$ cat config.mk
export PLATFORM = sky130hd
export DESIGN_NAME = ckfs_div
export DESIGN_NICKNAME = d
export VERILOG_FILES = /design/src/hdl/ckfs_pkg.sv /design/src/hdl/ckfs_div.sv
export SDC_FILE = /design/constraint.sdc
export NUM_CORES = 1
export LEC_CHECK = 0
export BUFFER_PORTS_ARGS = -buffer_cell sky130_fd_sc_hd__buf_2
export CORE_MARGIN = 4
export CORE_UTILIZATION = 50
export DETAILED_ROUTE_END_ITERATION = 7
export HOLD_SLACK_MARGIN = 0.02
export PLACE_DENSITY = 0.85
export SLEW_MARGIN = 20
export SYNTH_ARGS = -nofsm -noshare
export SYNTH_HDL_FRONTEND = slang
export SYNTH_SLANG_ARGS = --single-unit
$ cat constraint.sdc
create_clock -name clk -period 2.7 [get_ports clk]
set_clock_uncertainty 0.15 [all_clocks]
set_input_delay 0.135 -clock clk [delete_from_list [all_inputs] [get_ports clk]]
set_output_delay 0.135 -clock clk [all_outputs]
set_load 0.01 [all_outputs]
$ cat src/hdl/ckfs_pkg.sv
// shared types, codes and constants for the cosine knn flat search block
package ckfs_pkg;

    localparam int MAX_VECTORS_DEF   = 1024;
    localparam int MAX_LENGTH_DEF    = 64;
    localparam int MAX_NEIGHBORS_DEF = 16;
    localparam int ELEMENT_BITS_DEF  = 16;

    localparam int NORM_BITS  = 64;
    localparam int ROOT_BITS  = 17;
    localparam int DIV_BITS   = 2 * ROOT_BITS;
    localparam int SHIFT_BITS = 5;
    localparam int DIST_BITS  = 17;

    localparam logic [DIST_BITS-1:0] ONE_Q15 = 17'h08000;
    localparam logic [DIST_BITS-1:0] TWO_Q15 = 17'h10000;
    localparam logic [6:0]           LENGTH_RESET = 7'd64;

    localparam logic [1:0] FUNC_ADD   = 2'd0;
    localparam logic [1:0] FUNC_QUERY = 2'd1;
    localparam logic [1:0] FUNC_CLEAR = 2'd2;

    localparam logic [1:0] ST_OK     = 2'd0;
    localparam logic [1:0] ST_FULL   = 2'd1;
    localparam logic [1:0] ST_EMPTY  = 2'd2;
    localparam logic [1:0] ST_LENGTH = 2'd3;

    localparam logic KIND_STATUS   = 1'b0;
    localparam logic KIND_NEIGHBOR = 1'b1;

    typedef struct packed {
        logic [1:0]         func;
        logic signed [15:0] element_value;
        logic               last_element;
        logic               has_ext_id;
        logic [31:0]        ext_id;
        logic [4:0]         k_wanted;
    } ckfs_in_t;

    typedef struct packed {
        logic                 kind;
        logic [1:0]           status;
        logic [31:0]          result_id;
        logic [DIST_BITS-1:0] distance;
        logic [3:0]           rank;
        logic                 last;
    } ckfs_out_t;

    typedef struct packed {
        logic                  done;
        logic [ROOT_BITS-1:0]  root;
        logic [SHIFT_BITS-1:0] shift;
    } sqrt_res_t;

    typedef struct packed {
        logic                 done;
        logic [NORM_BITS-1:0] quo;
        logic                 round_up;
    } div_res_t;

endpackage

$ cat src/hdl/ckfs_div.sv
// restoring divider, one quotient bit per cycle, with round-half-up flag
module ckfs_div import ckfs_pkg::*; (
    input  logic                 clk,
    input  logic                 rst_n,
    input  logic                 start,
    input  logic [NORM_BITS-1:0] dividend,
    input  logic [DIV_BITS-1:0]  divisor,
    output div_res_t             res
);

    logic                 busy_reg;
    logic                 done_reg;
    logic [5:0]           cnt_reg;
    logic [DIV_BITS-1:0]  rem_reg;
    logic [NORM_BITS-1:0] quo_reg;
    logic [DIV_BITS-1:0]  d_reg;
    logic [DIV_BITS:0]    trial;
    logic                 ge;

    assign trial = {rem_reg, quo_reg[NORM_BITS-1]};
    assign ge    = (trial >= {1'b0, d_reg});

    always_ff @(posedge clk or negedge rst_n)
    begin
        if (!rst_n)
        begin
            busy_reg <= 1'b0;
            done_reg <= 1'b0;
            cnt_reg  <= '0;
        end
        else
        begin
            done_reg <= 1'b0;
            if (start)
            begin
                busy_reg <= 1'b1;
                cnt_reg  <= '0;
            end
            else if (busy_reg)
            begin
                cnt_reg <= cnt_reg + 6'd1;
                if (cnt_reg == 6'd63)
                begin
                    busy_reg <= 1'b0;
                    done_reg <= 1'b1;
                end
            end
        end
    end

    always_ff @(posedge clk)
    begin
        if (start)
        begin
            rem_reg <= '0;
            quo_reg <= dividend;
            d_reg   <= divisor;
        end
        else if (busy_reg)
        begin
            rem_reg <= ge ? DIV_BITS'(trial - {1'b0, d_reg}) : DIV_BITS'(trial);
            quo_reg <= {quo_reg[NORM_BITS-2:0], ge};
        end
    end

    assign res.done     = done_reg;
    assign res.quo      = quo_reg;
    assign res.round_up = ({rem_reg, 1'b0} >= {1'b0, d_reg});

endmodule

==> flow_summary.html <==
<table>
<tr><th>Metric</th><th>Value</th></tr>
<tr><th colspan="2">Power</th></tr>
<tr><td>Net Switching</td><td>between 4000 and 5000 uW</td></tr>
<tr><td>Power, Total</td><td>~12000 uW</td></tr>
<tr><td>Clock Power Share</td><td>about a fifth</td></tr>
<tr><td>Peak ir drop on the vdd network</td><td>around 0.65 mV</td></tr>
<tr><td>Proportion of total power due to net switching</td><td>38.76%</td></tr>
<tr><td>Portion of total power attributed to sequential cells</td><td>approximately 26%</td></tr>
<tr><td>Combinational share of power</td><td>between 50 and 60%</td></tr>
<tr><td>Cell Int Power</td><td>7252 uW</td></tr>
<tr><td>Power per unit of standard cell area</td><td>roughly 950 mW/mm^2</td></tr>
<tr><td>Static leakage</td><td>about 0.0053 uW</td></tr>
<tr><th colspan="2">Timing</th></tr>
<tr><td>Final hold violations</td><td>0</td></tr>
<tr><td>Slew at the pin closest to its max-slew limit</td><td>between 0.7 and 0.8 ns</td></tr>
<tr><td>Share of the clock period used by the worst path</td><td>111.7%</td></tr>
<tr><td>Number of slew-limit violations in the final report</td><td>0</td></tr>
<tr><td>Clock period minus final worst setup slack</td><td>slightly above 3 ns</td></tr>
<tr><td>Slew margin rel.</td><td>~47%</td></tr>
<tr><td>Final worst setup slack</td><td>-0.3151 ns</td></tr>
<tr><td>Minimum hold slack</td><td>approximately 0.19 ns</td></tr>
<tr><td>Setup Viol. Count Final</td><td>36</td></tr>
<tr><td>Achievable frequency</td><td>331.7 MHz</td></tr>
<tr><td>RSZ-0062 raised after global routing</td><td>true</td></tr>
<tr><th colspan="2">Cells and area</th></tr>
<tr><td>Area of the multi-input gates</td><td>~0.0045 sq mm</td></tr>
<tr><td>Sequential Area</td><td>between 0.003 and 0.004 sq mm</td></tr>
<tr><td>Non-filler cells in the finished layout</td><td>1355</td></tr>
<tr><td>Post-route standard cell area excluding fillers</td><td>around 0.012 sq mm</td></tr>
<tr><td>Net count of the finished layout</td><td>around 1.3k</td></tr>
<tr><td>Fillcell total</td><td>about 740</td></tr>
<tr><td>Finished Core Util</td><td>between 80% and 90%</td></tr>
<tr><td>Share of post-route cells with drive strength above 1</td><td>48.08%</td></tr>
<tr><td>Synthesis-to-layout area growth</td><td>59.11%</td></tr>
<tr><td>Max FFs per register</td><td>64</td></tr>
<tr><td>Antenna diode instance count</td><td>0</td></tr>
<tr><th colspan="2">Clock tree</th></tr>
<tr><td>Clock Tree Buf Depth</td><td>2</td></tr>
<tr><td>Clk pin slew, worst setup/hold paths</td><td>about 0.07 ns</td></tr>
<tr><td>Maximum level of the CTS H-tree</td><td>4</td></tr>
<tr><td>Number of buffers created by CTS</td><td>17</td></tr>
<tr><td>TritonCTS clock tree</td><td>built</td></tr>
<tr><td>Latest clock arrival within the worst-skew pair</td><td>about 0.43 ns</td></tr>
<tr><td>Total number of clock tree sinks</td><td>between 100 and 150</td></tr>
<tr><td>Root buffer selected by CTS</td><td>clkbuf_16</td></tr>
<tr><th colspan="2">Floorplanning</th></tr>
<tr><td>Ports placed on the boundary</td><td>167</td></tr>
<tr><td>Effective utilization at floorplan</td><td>about half</td></tr>
<tr><td>Die outline height</td><td>133.1 microns</td></tr>
<tr><td>Die W</td><td>about 130 microns</td></tr>
<tr><td>Area of the core</td><td>0.01526 sq mm</td></tr>
<tr><td>Die area</td><td>0.01771 sq mm</td></tr>
<tr><td>Cell row count</td><td>45</td></tr>
<tr><th colspan="2">Placed design</th></tr>
<tr><td>Final GP Congestion</td><td>approximately 0.96</td></tr>
<tr><td>DP Wirelength</td><td>15.42 mm</td></tr>
<tr><td>Cell count after placement</td><td>around 1.2k</td></tr>
<tr><td>Port Buffer Count</td><td>roughly 170</td></tr>
<tr><td>Area post-placement</td><td>0.009717 sq mm</td></tr>
<tr><th colspan="2">Worst setup path</th></tr>
<tr><td>CP required</td><td>between 2 and 3 ns</td></tr>
<tr><td>Largest fanout on the critical path</td><td>6</td></tr>
<tr><td>Crit end category</td><td>flop</td></tr>
<tr><td>Data arrival time at the worst-slack endpoint</td><td>about 3.2 ns</td></tr>
<tr><td>Kind of critical path</td><td>reg -&gt; reg</td></tr>
<tr><td>Worst setup SP type</td><td>flop</td></tr>
<tr><th colspan="2">Synthesis</th></tr>
<tr><td>Most used standard cells in the synthesized netlist</td><td>edfxtp_1, nand2_1, mux2_2</td></tr>
<tr><td>Synth unique cells</td><td>between 60 and 70</td></tr>
<tr><td>Synthesized netlist cell count</td><td>approximately 730</td></tr>
<tr><td>Number of enable-type register cells in the synthesized netlist</td><td>~100</td></tr>
<tr><td>Count of state elements after synthesis</td><td>between 100 and 150</td></tr>
<tr><td>Most common cell in the netlist</td><td>edfxtp_1</td></tr>
<tr><td>Average footprint of a synthesized cell</td><td>~11 sq um</td></tr>
<tr><td>Ranking of synthesized cells by area</td><td>edfxtp_1, mux2_2, dfxtp_1, ha_1, nand2_1</td></tr>
<tr><td>Synthesized net count</td><td>around 870</td></tr>
<tr><td>Leading register cell type out of synthesis</td><td>edfxtp_1</td></tr>
<tr><td>Combined area of all synthesized cells</td><td>0.007824 sq mm</td></tr>
<tr><td>Async set or reset register ratio after synthesis</td><td>under 10%</td></tr>
<tr><td>Share of the synthesized area in the top cell type</td><td>a little under two fifths</td></tr>
<tr><td>Most area-hungry cell type in the Yosys netlist</td><td>edfxtp_1</td></tr>
<tr><td>Synth warnings</td><td>0</td></tr>
<tr><td>Sequential element share of the synthesized area</td><td>between 40% and 50%</td></tr>
<tr><th colspan="2">Run status</th></tr>
<tr><td>Violated checks</td><td>negative setup slack</td></tr>
<tr><td>Result of the run</td><td>complete, but fails checks</td></tr>
<tr><th colspan="2">Flow run</th></tr>
<tr><td>Maximum Capacitance Violations</td><td>0</td></tr>
<tr><th colspan="2">Route</th></tr>
<tr><td>Number of nets still failing antenna checks after routing</td><td>0</td></tr>
<tr><td>Detailed Route WL</td><td>slightly below 30 mm</td></tr>
<tr><td>Drt initial violations</td><td>around 880</td></tr>
<tr><td>Detail-routed net length per standard cell</td><td>~22 microns</td></tr>
<tr><td>DRC</td><td>0</td></tr>
<tr><td>Detailed-router iteration count before antenna repair</td><td>7</td></tr>
<tr><td>Count of vias placed by the detailed router</td><td>between 8k and 9k</td></tr>
<tr><td>Via/cell ratio</td><td>a little under 6</td></tr>
<tr><th colspan="2">Global route</th></tr>
<tr><td>Remaining Overflow, GRT</td><td>0</td></tr>
<tr><td>Antenna violations before repair</td><td>0</td></tr>
<tr><td>Via count of the first global-routing pass</td><td>7862</td></tr>
<tr><td>Global Route Usage Sum</td><td>between 20% and 30%</td></tr>
<tr><td>Global-route wire length before repair</td><td>approximately 40 mm</td></tr>
<tr><td>Largest net degree at the start of global routing</td><td>between 60 and 70</td></tr>
<tr><th colspan="2">Min path</th></tr>
<tr><td>Classification of the worst-slack hold path</td><td>in -&gt; reg</td></tr>
</table>
[cell type report]
cell class                 instances  share of cell area [%]
timing repair buffer             408                   24.73
tap                              211                   2.121
sequential                       140                   30.72
clock buffer                      17                   3.417
multi-input combinational        516                   36.32
inverter                          48                   1.478
clock inverter                    15                   1.226
[critical path, cell delays in order (launching register included)]
cell and delay, ns:
edfxtp_1 0.41, inv_1 0.09, ha_2 0.19, buf_4 0.11, and3b_2 0.23, or2_4 0.26, and2_4 0.16, o21ai_4 0.19
a21o_1 0.28, nand3_4 0.22, buf_12 0.21, buf_4 0.13, buf_4 0.13, nand2_1 0.06, a211oi_1 0.06
[final timing paths]
check	startpoint	endpoint	slack [ns]	cells after the start
setup reg to reg	quo_reg[63]	rem_reg[18]	-0.32	14
hold reg to reg	rem_reg[11]	rem_reg[12]	0.36	2
setup / recovery	quo_reg[63]	rem_reg[18]	-0.32	14
min in group asynchronous	rst_n	done_reg	0.56	3
max in group asynchronous	rst_n	cnt_reg[5]	1.55	3
hold / removal	start	quo_reg[30]	0.19	2
[logic make-up (layout without fill, tap and decap cells)]
kind of cell / after synthesis / after routing / share of synthesized area, %
adder cells (fa/ha/maj): 36 / 36 / 5.853
flip-flops: 140 / 140 / 48.87
AO/OA/AOI/OAI: 179 / 179 / 15.85
XOR/XNOR: 28 / 28 / 3.134
buffers and inverters: 78 / 488 / 3.966
AND/OR/NAND/NOR: 204 / 204 / 12.41
multiplexers: 69 / 69 / 9.915
[cells in the final DEF (no fill, tap or decap), drive strengths merged, types with 13 or more instances in the layout]
cell         Yosys  layout
xnor2           18      18
mux2            65      65
a21oi           59      59
o21ai           21      21
a311oi          18      18
nor2            47      47
clkbuf          20      19
buf             10     306
nor3            13      13
nand2           79      79
ha              35      35
dlygate4sd3      0     100
dfxtp           34      34
inv             48      56
edfxtp          98      98
[power groups by stage]
stage / logic [uW] / clock network (uW) / registers (uW)
2_1_floorplan: 2620 / 0 / 2970
3_3_place_gp: 4330 / 0 / 2930
3_5_place_dp: 4430 / 0 / 2950
4_1_cts: 5010 / 2330 / 2950
5_1_grt: 6760 / 2440 / 3060
6_report: 6460 / 2350 / 3030
[what timing repair did]
| action | in CTS | in global routing |
|---|---|---|
| setup endpoints to repair | 34 | 36 |
| pin swaps | 26 | 56 |
| gates resized for setup | 68 | 103 |
| cloned | 0 | 2 |
| buffers inserted | 11 | 23 |
| hold endpoints to repair | 106 | 0 |
| hold buffers | 100 | 0 |
[stage by stage]
step / TNS (ns) / setup WS [ns]
floorplan: -0.07483 / -0.07483
global placement: -0.4527 / -0.08271
detailed placement: -1.755 / -0.1743
CTS: -0.6942 / -0.1341
global route: -10.43 / -0.3872
finish: -7.768 / -0.3151
[metal layers]
metal | up-vias | routed length (microns) | GRT usage, %
met1 | 3853 | 10500 | 33.16
li1 | 3519 | - | -
met3 | 137 | 2489 | 6.344
met5 | - | 0 | 0
met2 | 534 | 15000 | 51.58
met4 | 0 | 1576 | 11.09
Note: power is estimated with default switching activity, not from simulation.
