`src/hdl/ckfs_pkg.sv`:
```
// shared types, codes and constants for the cosine knn flat search block
package ckfs_pkg;

    localparam int MAX_VECTORS_DEF   = 1024;
    localparam int MAX_LENGTH_DEF    = 64;
    localparam int MAX_NEIGHBORS_DEF = 16;
    localparam int ELEMENT_BITS_DEF  = 16;

    localparam int NORM_BITS  = 64;
    localparam int ROOT_BITS  = 17;
    localparam int DIV_BITS   = 2 * ROOT_BITS;
    localparam int SHIFT_BITS = 5;
    localparam int DIST_BITS  = 17;

    localparam logic [DIST_BITS-1:0] ONE_Q15 = 17'h08000;
    localparam logic [DIST_BITS-1:0] TWO_Q15 = 17'h10000;
    localparam logic [6:0]           LENGTH_RESET = 7'd64;

    localparam logic [1:0] FUNC_ADD   = 2'd0;
    localparam logic [1:0] FUNC_QUERY = 2'd1;
    localparam logic [1:0] FUNC_CLEAR = 2'd2;

    localparam logic [1:0] ST_OK     = 2'd0;
    localparam logic [1:0] ST_FULL   = 2'd1;
    localparam logic [1:0] ST_EMPTY  = 2'd2;
    localparam logic [1:0] ST_LENGTH = 2'd3;

    localparam logic KIND_STATUS   = 1'b0;
    localparam logic KIND_NEIGHBOR = 1'b1;

    typedef struct packed {
        logic [1:0]         func;
        logic signed [15:0] element_value;
        logic               last_element;
        logic               has_ext_id;
        logic [31:0]        ext_id;
        logic [4:0]         k_wanted;
    } ckfs_in_t;

    typedef struct packed {
        logic                 kind;
        logic [1:0]           status;
        logic [31:0]          result_id;
        logic [DIST_BITS-1:0] distance;
        logic [3:0]           rank;
        logic                 last;
    } ckfs_out_t;

    typedef struct packed {
        logic                  done;
        logic [ROOT_BITS-1:0]  root;
        logic [SHIFT_BITS-1:0] shift;
    } sqrt_res_t;

    typedef struct packed {
        logic                 done;
        logic [NORM_BITS-1:0] quo;
        logic                 round_up;
    } div_res_t;

endpackage

```
`src/hdl/ckfs_sqrt.sv`:
```
// normalizing integer square root, two bits of radicand per cycle
module ckfs_sqrt import ckfs_pkg::*; (
    input  logic                 clk,
    input  logic                 rst_n,
    input  logic                 start,
    input  logic [NORM_BITS-1:0] radicand,
    output sqrt_res_t            res
);

    typedef enum logic [2:0] {
        SQ_IDLE = 3'b001,
        SQ_NORM = 3'b010,
        SQ_ROOT = 3'b100
    } sq_state_t;

    localparam logic [NORM_BITS-1:0] NORM_LIMIT = 64'h1000_0000_0000_0000;
    localparam logic [NORM_BITS-1:0] TOP_BIT    = 64'h4000_0000_0000_0000;

    sq_state_t             state_reg;
    logic                  done_reg;
    logic [NORM_BITS-1:0]  x_reg;
    logic [NORM_BITS-1:0]  acc_reg;
    logic [NORM_BITS-1:0]  rbit_reg;
    logic [SHIFT_BITS-1:0] shift_reg;
    logic [NORM_BITS-1:0]  trial;
    logic                  fits;

    assign trial = acc_reg + rbit_reg;
    assign fits  = (x_reg >= trial);

    always_ff @(posedge clk or negedge rst_n)
    begin
        if (!rst_n)
        begin
            state_reg <= SQ_IDLE;
            done_reg  <= 1'b0;
        end
        else
        begin
            done_reg <= 1'b0;
            if (start)
            begin
                state_reg <= SQ_NORM;
            end
            else
            begin
                unique case (state_reg)
                    SQ_IDLE: ;
                    SQ_NORM:
                    begin
                        if (x_reg >= NORM_LIMIT)
                        begin
                            state_reg <= SQ_ROOT;
                        end
                    end
                    SQ_ROOT:
                    begin
                        if (rbit_reg == 64'd1)
                        begin
                            state_reg <= SQ_IDLE;
                            done_reg  <= 1'b1;
                        end
                    end
                    default: state_reg <= SQ_IDLE;
                endcase
            end
        end
    end

    always_ff @(posedge clk)
    begin
        if (start)
        begin
            x_reg     <= radicand;
            shift_reg <= '0;
        end
        else if (state_reg == SQ_NORM)
        begin
            if (x_reg < NORM_LIMIT)
            begin
                x_reg     <= x_reg << 2;
                shift_reg <= shift_reg + SHIFT_BITS'(1);
            end
            else
            begin
                acc_reg  <= '0;
                rbit_reg <= TOP_BIT;
            end
        end
        else if (state_reg == SQ_ROOT)
        begin
            if (fits)
            begin
                x_reg   <= x_reg - trial;
                acc_reg <= (acc_reg >> 1) + rbit_reg;
            end
            else
            begin
                acc_reg <= acc_reg >> 1;
            end
            rbit_reg <= rbit_reg >> 2;
        end
    end

    // root of the shifted norm with its 15 low bits dropped
    assign res.done  = done_reg;
    assign res.root  = acc_reg[ROOT_BITS+14:15];
    assign res.shift = shift_reg;

endmodule

```
`config.mk`:
```
export PLATFORM = sky130hd
export DESIGN_NAME = ckfs_sqrt
export DESIGN_NICKNAME = d
export VERILOG_FILES = /design/src/hdl/ckfs_pkg.sv /design/src/hdl/ckfs_sqrt.sv
export SDC_FILE = /design/constraint.sdc
export NUM_CORES = 1
export LEC_CHECK = 0
export BUFFER_PORTS_ARGS = -buffer_cell sky130_fd_sc_hd__buf_2
export CORE_ASPECT_RATIO = 0.75
export CORE_MARGIN = 5
export CORE_UTILIZATION = 35
export DETAILED_ROUTE_END_ITERATION = 10
export PLACE_DENSITY = 0.57
export SYNTH_ARGS = -nofsm -noshare
export SYNTH_HDL_FRONTEND = slang
export SYNTH_SLANG_ARGS = --single-unit
```
`constraint.sdc`:
```
create_clock -name clk -period 9.7 [get_ports clk]
set_clock_uncertainty 0.05 [all_clocks]
set_input_delay 1.94 -clock clk [delete_from_list [all_inputs] [get_ports clk]]
set_output_delay 1.94 -clock clk [all_outputs]
set_load 0.03 [all_outputs]
```
==> impl_metrics.json, run 1 <==
{
  "synth_seq_cells": 169,
  "muxShareOfSynthArea": 0.0226,
  "synth_top_family_by_area": "compound AO/OA/AOI/OAI gates",
  "dieArea_mm2": 0.0512,
  "netlist_instances": 1924,
  "drive_gt1_frac": 0.113,
  "antenna_cells": 0,
  "io_pins": 90,
  "post_synth_and_or_nand_nor_area_fraction": 0.195,
  "synth_flop_cell": "edfxtp_1",
  "fin_crit_sh": 0.751,
  "synthAdderAreaFrac": 0.101,
  "first_iter_violations": 1527,
  "finalCriticalPeriod_ns": 7.29,
  "rrSetupSlack_ns": 2.41,
  "fin_total_pwr_mw": 3.96,
  "htreeDepth": 4,
  "clk_latency_ns": 0.47,
  "grt_pass1_wl_um": 79800,
  "grt_max_degree": 74,
  "post_drt_wl_per_cell_um": 20.1,
  "power_leakage_nw": 6.56,
  "critPathMaxFanout": 73,
  "vias": 14873,
  "synth_xor_area_frac": 0.0905,
  "combPwrFrac": 0.541,
  "placed_cells": 2543,
  "postSynth.asyncResetShare": 0.0237,
  "viasPerCell": 5.78,
  "switching_share": 0.452,
  "power_density_mw_per_mm2": 223,
  "synth_seq_area_share": 0.306,
  "overflow": 0,
  "hold_depth": 2,
  "postCtsSetupBuffers": 0,
  "area_delta_synth_final_pct": 8.66,
  "final_cells": 2575,
  "switchingPower_mw": 1.79,
  "initial_utilization": 0.355,
  "hold_violations": 0,
  "rows": 68,
  "worstPathArrival_ns": 7.34,
  "cts_tree": "yes",
  "max_stage_delay_ns": 0.64,
  "mostFrequentLayoutCells": "nand2_1 (185), a21oi_1 (180), nor2_1 (166)",
  "drv_slew": 0,
  "vdd_drop_max_uv": 128,
  "synth_compound_area_frac": 0.245,
  "clkTransAtPathRegs_ns": 0.08,
  "relSlewSlack": 0.282,
  "worst_pin_slew_ns": 1.08,
  "grt_pass1_vias": 13798,
  "internal_power_mw": 2.17,
  "cp.required_ns": 9.75,
  "layout.nets": 2131,
  "crit_type": "flip-flop to flip-flop",
  "cts_resized": 0,
  "place_ws_ns": 2.40,
  "hold_path.class": "flip-flop to flip-flop",
  "drc": 0,
  "cts_buffer_depth": 2,
  "ant_nets": 0,
  "chipHeight_um": 197,
  "syn_avg_cell_area_um2": 8.50,
  "critPathLaunchType": "flip-flop",
  "ys_types": 88,
  "cts_made_buffers": 17,
  "port_buffers": 89,
  "core-area_mm2": 0.0461,
  "die_width_um": 260,
  "firstDrtPassIters": 5,
  "dpl.hpwl_um": 40000,
  "cts-root-buf": "clkbuf_16",
  "status": "completed",
  "end_kind": "flip-flop",
  "crit_chain": "ha_1, a211oi_1, a2111oi_0, nor3b_2, nor4b_2, o21ai_1, nand4_1, nor2b_1, o21ba_2, o21ai_1, xnor2_1, ha_1, nand4_1, or3_1, nor3_1, nand2_1, o21ai_0, a211oi_1, o21ai_4, buf_4, a21o_2, buf_4",
  "fmax_ghz": 0.137,
  "power.share.clock": 0.179,
  "synth_nets": 2123,
  "setup_viol": 0,
  "routabilityCongestion": 0.922,
  "drv_cap": 0,
  "crit_path_top_delay_cell": "a2111oi_0",
  "layout_commonest_cell": "nand2_1",
  "synth_edf_count": 160,
  "grt_usage": 0.197,
  "synth_area_mm2": 0.0164,
  "cts-hold-fix-buffers": 0,
  "fin_ws_ns": 2.41,
  "totalWireLength_um": 51800,
  "reg2reg_depth": 22,
  "yosysWarnings": 0,
  "fin_tns_setup_ns": 0,
  "rsz0062_at_grt": "false",
  "cts_sinks": 169,
  "antenna_found_initial": 0,
  "p_seq_frac": 0.280
}
==> critical path: cells and delay by family, from the launching register on <==
family / cells / cell delay, ns
DFF: 1 / 0.49
and+or+nand+nor: 8 / 1.64
xor gates and xnor gates: 1 / 0.13
AOI/OAI and AO/OA: 9 / 2.41
buffers and inverters: 2 / 1.20
adders and majority gates: 2 / 0.92
==> stage by stage <==
step                area (µm²)  hold slack (ns)  utilization
finish                   17800            0.460        0.386
global route             17800            0.505        0.386
CTS                      17800            0.468        0.386
detailed placement       17200            0.447        0.373
global placement         17200            0.445        0.373
floorplan                16400            0.474            -
==> per-layer routing <==
metal  up-vias  GRT usage  part of all wire  routed length [µm]
li1       7236          -                 -                   -
met1      7085      0.315              0.52               27000
met2       504      0.270              0.39               20400
met3        48     0.0365             0.072                3720
met4         0     0.0444             0.015                 790
met5         -          0                 0                   0
==> path summary, 6_finish.rpt <==
| check | startpoint | endpoint |
|---|---|---|
| setup / recovery | acc_reg[4] | x_reg[44] |
| hold / removal | shift_reg[4] | shift_reg[4] |
| setup reg to reg | acc_reg[4] | x_reg[44] |
| hold reg to reg | shift_reg[4] | shift_reg[4] |
| max in group asynchronous | rst_n | state_reg[0] |
| min in group asynchronous | rst_n | state_reg[1] |
==> kinds of logic (layout without fill, tap and decap cells) <==
logic type	after synthesis	count (layout)
and+or+nand+nor	657	657
buffers and inverters	148	169
muxes	33	33
AOI/OAI and AO/OA	616	616
DFF	169	169
adders and majority gates	132	132
xor gates and xnor gates	169	169
==> cells in the mapped netlist (all sizes together) (7+ instances only) <==
| cell type | instances | area [µm²] |
|---|---|---|
| a211oi | 29 | 238 |
| a21boi | 7 | 56.3 |
| a21o | 44 | 330 |
| a21oi | 184 | 936 |
| a221oi | 9 | 78.8 |
| a311oi | 9 | 91.3 |
| a31o | 18 | 158 |
| a31oi | 59 | 384 |
| and2 | 45 | 282 |
| and3 | 16 | 100 |
| and4 | 9 | 78.8 |
| buf | 30 | 193 |
| clkbuf | 79 | 299 |
| edfxtp | 160 | 4800 |
| ha | 131 | 1640 |
| inv | 39 | 146 |
| mux2 | 29 | 330 |
| nand2 | 185 | 694 |
| nand2b | 22 | 138 |
| nand3 | 33 | 165 |
| nand4 | 58 | 363 |
| nor2 | 166 | 623 |
| nor2b | 20 | 125 |
| nor3 | 43 | 215 |
| nor4 | 12 | 75.1 |
| o211ai | 10 | 75.1 |
| o21a | 26 | 195 |
| o21ai | 131 | 663 |
| o21bai | 28 | 214 |
| o31ai | 13 | 116 |
| or2 | 10 | 62.6 |
| or3 | 22 | 138 |
| xnor2 | 83 | 727 |
| xor2 | 86 | 753 |
==> power by group through the flow <==
stage	combinational (mW)	clock, mW	sequential, mW
2_1_floorplan	1.63	0	1.05
3_3_place_gp	2.10	0	1.12
3_5_place_dp	2.10	0	1.12
4_1_cts	2.12	0.727	1.10
5_1_grt	2.36	0.751	1.12
6_report	2.14	0.711	1.11
==> layout make-up <==
cell class | instances | area (µm²)
multi-input combinational | 1607 | 10700
tap | 630 | 788
clock buffer | 17 | 425
inverter | 39 | 148
clock inverter | 15 | 155
timing repair buffer | 98 | 515
fill | 4744 | 28300
sequential | 169 | 5010
(Power assumes the default switching activity.)
==> run 2, diff against run 1 <==
- PLACE_DENSITY: 0.57 -> 0.58
- clock period: 9.7 -> 6.45 ns (I/O delays scaled with it)
==> impl_metrics.json, run 2 (same netlist as run 1, synthesis figures left out) <==
{
  "status": "completed",
  "rsz0062_at_grt": "false",
  "cts_sinks": 169,
  "worstPathArrival_ns": 6.19,
  "fin_crit_sh": 0.935,
  "setup_viol": 0,
  "initial_utilization": 0.355,
  "grt_usage": 0.199,
  "power_density_mw_per_mm2": 334,
  "grt_pass1_wl_um": 80600,
  "cp.required_ns": 6.61,
  "dpl_cell_area_mm2": 0.0173,
  "viasPerCell": 5.79,
  "cts_buffer_depth": 2,
  "finalCriticalPeriod_ns": 6.03,
  "cts-hold-fix-buffers": 0,
  "overflow": 0,
  "die_width_um": 260,
  "chipHeight_um": 197,
  "multiInputGateArea_mm2": 0.0107,
  "htreeDepth": 4,
  "antenna_found_initial": 0,
  "grt_pass1_vias": 13889,
  "hold_violations": 0,
  "drive_gt1_frac": 0.114,
  "hold_ws_ns": 0.460,
  "dpl.hpwl_um": 40400,
  "end_kind": "flip-flop",
  "core-area_mm2": 0.0461,
  "fin_area_mm2": 0.0178,
  "drv_cap": 0,
  "layout_commonest_cell": "nand2_1",
  "mostFrequentLayoutCells": "nand2_1 (185), a21oi_1 (180), nor2_1 (166)",
  "crit_type": "flip-flop to flip-flop",
  "fin_tns_setup_ns": 0,
  "dieArea_mm2": 0.0512,
  "power_leakage_nw": 6.59,
  "hold_path.class": "flip-flop to flip-flop",
  "drv_slew": 0,
  "post_drt_wl_per_cell_um": 20.2,
  "first_iter_violations": 1478,
  "vdd_drop_max_uv": 209,
  "cts-root-buf": "clkbuf_16",
  "fillers": 4711,
  "fin_util": 0.387,
  "worst_pin_slew_ns": 1.00,
  "routabilityCongestion": 0.925,
  "grt_max_degree": 69,
  "drc": 0,
  "fmax_ghz": 0.166,
  "regArea_mm2": 0.00501,
  "port_buffers": 89,
  "critPathMaxFanout": 9,
  "critPathLaunchType": "flip-flop",
  "ant_nets": 0,
  "antenna_cells": 0,
  "clk_latency_ns": 0.48,
  "totalWireLength_um": 52000,
  "layout.nets": 2134,
  "clkTransAtPathRegs_ns": 0.07,
  "vias": 14923,
  "rows": 68,
  "fin_total_pwr_mw": 5.95,
  "relSlewSlack": 0.330,
  "area_delta_synth_final_pct": 8.93,
  "cts_made_buffers": 17,
  "cts_tree": "yes",
  "firstDrtPassIters": 7,
  "rrSetupSlack_ns": 0.42,
  "io_pins": 90
}
[run 2: cell count changes in the layout (fill, tap and decap cells not counted), sizes merged]
cell      previous run  this run
clkinvlp             3         1
clkinv               3         5
inv                 47        46
buf                 98       101
[run 2: layout make-up]
| class | instances | area share |
|---|---|---|
| clock buffers | 17 | 0.0239 |
| clock inverters | 14 | 0.00744 |
| inverters | 39 | 0.00828 |
| multi-input cells | 1607 | 0.603 |
| flip-flops and latches | 169 | 0.281 |
| well taps | 630 | 0.0442 |
| repair buffers | 101 | 0.0323 |
[run 2: final timing paths]
kind                                      to  depth (start not counted)         start
worst min-delay path            shift_reg[4]                          2  shift_reg[4]
worst max-delay path               x_reg[63]                         22   acc_reg[20]
max in group asynchronous       state_reg[0]                          1         rst_n
worst max register to register     x_reg[63]                         22   acc_reg[20]
worst min register to register  shift_reg[4]                          2  shift_reg[4]
min in group asynchronous           done_reg                          1         rst_n
[run 2: through the flow]
step / std cells / setup slack [ns]
floorplan: 1924 / 0.0700
global placement: 2546 / 0.512
detailed placement: 2546 / 0.457
CTS: 2577 / 0.420
global route: 2577 / 0.00619
finish: 2577 / 0.422
[run 2: repair_timing]
| item | 4_1_cts | 5_1_grt |
|---|---|---|
| setup endpoints to repair | 0 | 43 |
| gates resized for setup | 0 | 2 |
| setup buffers | 0 | 0 |
[run 2: power by group]
part	leakage [nW]	switching, mW	internal (mW)	total, mW
Sequential	1.61	0.207	1.46	1.67
Combinational	4.70	1.96	1.28	3.24
Clock	0.275	0.503	0.538	1.04
Total	6.59	2.67	3.28	5.95
[run 2: routing by layer]
metal	track usage	up-vias	part of all wire
li1	-	7223	-
met1	0.328	7130	0.52
met2	0.269	539	0.39
met3	0.0341	31	0.075
met4	0.0335	0	0.0087
met5	0	-	0
[run 2: critical path, cell delays in order, from the launching register on]
cell and delay (ns):
edfxtp_1 0.60, ha_1 0.39, a31oi_1 0.33, o31ai_1 0.18, a21oi_1 0.23, o2111a_1 0.28, nor2_1 0.09, a32o_1 0.28
a41oi_1 0.39, nor2_1 0.08, o21ai_0 0.19, xor2_1 0.23, ha_1 0.35, nand2_1 0.11, nor2_1 0.05, a211o_1 0.30
a21o_1 0.19, a221o_1 0.37, or3_1 0.36, a211oi_2 0.28, o31ai_1 0.15, xnor2_1 0.19, a21oi_1 0.09
